<file path="config.mk">
export PLATFORM = sky130hd
export DESIGN_NAME = hdtm_ctrl
export DESIGN_NICKNAME = d
export VERILOG_FILES = /design/src/sv/hdtm_pkg.sv /design/src/sv/hdtm_ctrl.sv
export SDC_FILE = /design/constraint.sdc
export NUM_CORES = 1
export LEC_CHECK = 0
export BUFFER_PORTS_ARGS = -buffer_cell sky130_fd_sc_hd__buf_4
export CAP_MARGIN = 20
export CORE_MARGIN = 5
export CORE_UTILIZATION = 51
export CTS_CLUSTER_SIZE = 8
export DETAILED_ROUTE_END_ITERATION = 12
export PLACE_DENSITY = 0.78
export SLEW_MARGIN = 20
export SYNTH_ARGS = -nofsm -noshare
export SYNTH_HDL_FRONTEND = slang
export SYNTH_SLANG_ARGS = --single-unit
</file>
<file path="constraint.sdc">
create_clock -name clk -period 2 [get_ports clk]
set_input_delay 0.2 -clock clk [delete_from_list [all_inputs] [get_ports clk]]
set_output_delay 0.2 -clock clk [all_outputs]
set_load 0.05 [all_outputs]
</file>
<file path="src/sv/hdtm_pkg.sv">
// Shared types, constants and the sRGB threshold table for the tone mapper.
`default_nettype none
package hdtm_pkg;

	localparam int DIV_STEPS  = 25;
	localparam int SRCH_STEPS = 8;
	localparam int NSTG       = 2 + DIV_STEPS + 1 + SRCH_STEPS;

	localparam logic [24:0] ONE_Q24 = 25'h100_0000;

	typedef enum logic [1:0] {
		REG_EXPOSURE_GAIN  = 2'd0,
		REG_DIAG_MODE      = 2'd1,
		REG_DIAG_INV_SCALE = 2'd2
	} cfg_reg_t;

	localparam logic [3:0] MODE_SCATTER_A = 4'd0;
	localparam logic [3:0] MODE_SCATTER_B = 4'd4;

	typedef struct packed {
		logic [31:0] exposure_gain;
		logic [3:0]  diag_mode;
		logic [31:0] diag_inv_scale;
	} cfg_t;

	typedef struct packed {
		logic [NSTG-1:0] ld;
	} pipe_ctl_t;

	typedef logic [24:0] thr_tab_t [256];

	// True when the display code of linear value v is at least k.
	function automatic logic code_at_least(logic [24:0] v, int k);
		logic [63:0]  vl;
		logic [299:0] a;
		logic [299:0] b;
		int           i;
		vl = {39'b0, v};
		if (vl * 64'd10000000 <= 64'd31308 * 64'd16777216) begin
			return (64'd329460 * vl + 64'd50 * 64'd16777216) >= 64'(k) * 64'd1677721600;
		end
		a = 300'd1;
		for (i = 0; i < 5; i++) a = a * {275'b0, v};
		for (i = 0; i < 12; i++) a = a * 300'd10761;
		b = 300'd1;
		for (i = 0; i < 12; i++) b = b * 300'(40 * k + 541);
		b = b << 120;
		return a >= b;
	endfunction

	// Smallest linear value that reaches each display code.
	function automatic thr_tab_t build_thr();
		thr_tab_t    t;
		int          k;
		logic [25:0] lo;
		logic [25:0] hi;
		logic [25:0] mid;
		t[0] = '0;
		for (k = 1; k < 256; k++) begin
			lo = '0;
			hi = {1'b0, ONE_Q24};
			while (lo < hi) begin
				mid = (lo + hi) >> 1;
				if (code_at_least(mid[24:0], k)) hi = mid;
				else lo = mid + 26'd1;
			end
			t[k] = lo[24:0];
		end
		return t;
	endfunction

	localparam thr_tab_t SRGB_THR = build_thr();

endpackage
`default_nettype wire

</file>
<file path="src/sv/hdtm_ctrl.sv">
// Valid chain and per-stage load enables for the lane pipeline.
`default_nettype none
module hdtm_ctrl
	import hdtm_pkg::*;
(
	input  wire logic      clk,
	input  wire logic      arst_n,
	input  wire logic      in_valid,
	output logic           in_ready,
	output logic           out_valid,
	input  wire logic      out_ready,
	output pipe_ctl_t      ctl
);

	logic [NSTG-1:0] vld_q;
	logic [NSTG-1:0] rdy;

	always_comb begin
		rdy[NSTG-1] = !vld_q[NSTG-1] || out_ready;
		for (int k = NSTG - 2; k >= 0; k--) rdy[k] = !vld_q[k] || rdy[k+1];
	end

	assign ctl.ld    = rdy;
	assign in_ready  = rdy[0];
	assign out_valid = vld_q[NSTG-1];

	always_ff @(posedge clk or negedge arst_n) begin
		if (!arst_n) begin
			vld_q <= '0;
		end else begin
			if (rdy[0]) vld_q[0] <= in_valid;
			for (int k = 1; k < NSTG; k++) begin
				if (rdy[k]) vld_q[k] <= vld_q[k-1];
			end
		end
	end

endmodule
`default_nettype wire

</file>
==> reports/summary.md <==
The checks that failed: setup timing. Summing over every cut layer, the via total after detailed routing is 1346. The max capacitance violation total came out at 0.

The fraction of final layout cells with drive strength greater than 1 works out to 0.486. The smallest setup slack after layout is -0.0985 ns. The die is 66.0 um tall. Counting instances in the post-synthesis netlist gives the leading cell types as sky130_fd_sc_hd__dfrtp_1, sky130_fd_sc_hd__nand2_1, sky130_fd_sc_hd__nand2b_1. The run gives 0 as the initial antenna violation count.

The die is 66.0 um wide. At the end of the flow, the number of nets in the layout was 217. The gate count after technology mapping was 144.

The tools report the critical path arrival as 1.90 ns. Number of antenna repair diodes: 0. vld_q holds more flip-flops than any other register.

The number of DRC markers in iteration 0 is 46. Kind of end point of the critical path: an output port. The effective utilization at floorplan came out at 0.529. For the post-synthesis cell area, the log shows 0.00160 mm2.

The logs give 0.563 for the sequential area share after synthesis and 148 for the net count of the mapped netlist. Most common flop cell mapped by yosys: sky130_fd_sc_hd__dfrtp_1. The final setup violation count is 23, and the post-layout instance count excluding filler cells is 258.

The time the final worst path needs with I/O delays and setup came out at 2.10 ns. In this run the clock root is driven by a sky130_fd_sc_hd__clkbuf_4. TritonCTS built the clock tree.

The endpoint identified for the worst register-to-register timing path is vld_q[9]. The startpoint identified for the worst register-to-register timing path is vld_q[34]. The tools report the yosys synthesis warning count as 0. The transition at the pin with the smallest max-transition slack works out to 0.449 ns.

The start-to-end type of the worst setup path was register to output port. The end of the worst hold path was vld_q[0]. Fraction of registers with async set or reset after synthesis: 1.00. The average instance in the mapped netlist occupies 11.1 um2. The first TritonRoute pass finished after 4 iterations. The leakage power of the design was 1.08 nW. The longest clock path from root to sink contains 2 buffers. Among all cell types in the netlist, the one instantiated most often is sky130_fd_sc_hd__dfrtp_1.

For this design, the sink count on the clock tree is 36. The top-level I/O count came out at 42. The largest registers in the layout are vld_q: 36 flops. The tools report the headroom to the max-slew limit as 0.701. Buffers placed on the I/O ports in this run total 41. Including well taps, the total number of placed cells is 227. Synthesis inferred 36 register bits. The startpoint identified for the worst hold timing path is in_valid. In this run the worst path has a maximum fanout of 6. For this design the ratio of total power to cell area is 637 mW/mm2. The tools report the number of CTS-inserted buffers as 5. The run finished, with violations left. Compared with the post-synthesis result, the final layout area differs by 42.8%.

For this block, the routed nets add up to 3.64 mm of wire. The data required time at the worst endpoint is 1.80 ns, and the number of global-route vias before repair is 1296. The clock skew after layout is 0.0138 ns. The logs give 0 for the number of max-slew violations in the final report and 0.477 GHz for the achievable clock frequency.

The biggest area consumer among synthesized cells is sky130_fd_sc_hd__dfrtp_1. The floorplan step defined a die boundary enclosing 0.00436 mm2. The hold-critical path depth works out to 2.

The global routing usage summed across all routing layers was 0.175. For flop-to-flop paths, the worst setup slack is 0.26 ns. In the post-synthesis netlist, the biggest area contributors are sky130_fd_sc_hd__dfrtp_1, sky130_fd_sc_hd__nand2b_1, sky130_fd_sc_hd__a21o_1, sky130_fd_sc_hd__nand2_1, sky130_fd_sc_hd__nand3_1. The hold violation total from the final report was 0; the placer congestion estimate was 0.760.

After clock tree synthesis, the clock-pin slew on the worst setup and hold paths is 0.11 ns. The fraction of synthesized cell area taken by the top area cell type is 0.563, and the floorplan row count is 20. The final worst-path cycle share works out to 1.05. The worst setup path is launched from a register. Summing internal, switching and leakage power gives 1.46 mW. Class of the tightest hold or removal check: primary input to register.

The worst-case IR drop observed on VDD is 493 uV. The flip-flop count of the largest register, all copies and words added was 36; the number of DRC violations after detailed routing was 0. The first global-routing pass estimated 5.86 mm of wire. The H-tree was split into 2 levels. Entering global routing, the biggest net connects 37 pins. The tightest hold path in the finished design has a slack of 0.0621 ns. Setup repair after global routing could not meet its margin everywhere. The half-perimeter wire length after detailed placement is 2.39 mm, and the via density per instance is 5.22. Yosys mapped a number of flops with a built-in enable equal to 0. The worst register-to-register path has a depth of 8. The mean routed wirelength per cell was 14.1 um.

Clock latency on the worst-skew pair, taken at its later pin, is 0.33 ns. The final standard cell utilization of the core was 0.755; the placeable core area was 0.00303 mm2. Global routing finished with a remaining overflow of 0. The antenna violation net count after detailed routing was 0.

Yosys mapped the design onto 28 distinct sky130hd cell types.
-- critical path, cell delays in order, from the launching register on --
cell	delay, ns
sky130_fd_sc_hd__dfrtp_1	0.36
sky130_fd_sc_hd__and4b_2	0.29
sky130_fd_sc_hd__nand2_4	0.08
sky130_fd_sc_hd__nor4_4	0.35
sky130_fd_sc_hd__buf_6	0.17
sky130_fd_sc_hd__nand4_1	0.13
sky130_fd_sc_hd__buf_6	0.19
-- kinds of logic (layout without fill, tap and decap cells) --
| family | count (synthesis) | after routing | share of synthesized area |
|---|---|---|---|
| flops | 36 | 36 | 0.563 |
| compound gates | 18 | 18 | 0.0915 |
| simple gates | 76 | 76 | 0.300 |
| buf+inv | 14 | 84 | 0.0453 |
-- report_power, final --
part	total, mW	switching (mW)	internal, mW
clock	0.358	0.221	0.137
combinational	0.283	0.168	0.115
sequential	0.816	0.0389	0.777
total	1.46	0.428	1.03
-- metal layers --
layer	track usage	up-vias	share of wire	wire (um)
met5	0	-	0	0
met4	0.0533	0	0.017	61
met3	0.0595	9	0.053	192
met2	0.290	37	0.50	1810
met1	0.216	654	0.43	1580
li1	-	646	-	-
-- repair_timing --
action / in CTS / in global routing
gates cloned: 2 / 0
pin swaps: 7 / 6
hold endpoints to repair: 36 / 0
hold buffers: 1 / 0
endpoints found under the setup margin: 30 / 31
resized for setup: 16 / 11
buffers inserted: 9 / 11
-- how the worst max path moves through the flow --
stage | start | to | cells after the start
floorplan | vld_q[35] | ctl[0] | 7
global placement | vld_q[16] | in_ready | 6
detailed placement | vld_q[29] | ctl[2] | 6
CTS | vld_q[33] | ctl[2] | 6
global route | vld_q[33] | ctl[16] | 7
finish | vld_q[34] | ctl[2] | 6
-- layout make-up --
cell class / instances / area [um2]
Fill cell: 212 / 742
Multi-Input combinational cell: 94 / 682
Clock inverter: 1 / 5.00
Inverter: 7 / 26.3
Clock buffer: 7 / 45.0
Sequential cell: 36 / 902
Tap cell: 44 / 55.1
Timing Repair Buffer: 69 / 571
-- metrics by stage --
| stage | area, um2 | setup slack (ns) | TNS, ns |
|---|---|---|---|
| floorplan | 1630 | -0.424 | -2.05 |
| global placement | 1980 | 0.188 | 0 |
| detailed placement | 1980 | 0.138 | 0 |
| CTS | 2160 | -0.119 | -1.34 |
| global route | 2290 | -0.236 | -4.45 |
| finish | 2290 | -0.0985 | -1.32 |
-- cell usage in the layout, fill, tap and decap left out, drive strengths merged, types with 3 or more instances in the layout --
master,Yosys,layout
buf,5,68
dfrtp,36,36
nand2,18,18
nand2b,14,14
a21o,10,10
nand3,10,10
nand4,7,7
inv,7,7
a31o,7,7
clkbuf,2,7
or2,6,6
and4,6,6
and3,4,4
nor3,3,3
Power figures use the tool's default switching activity.
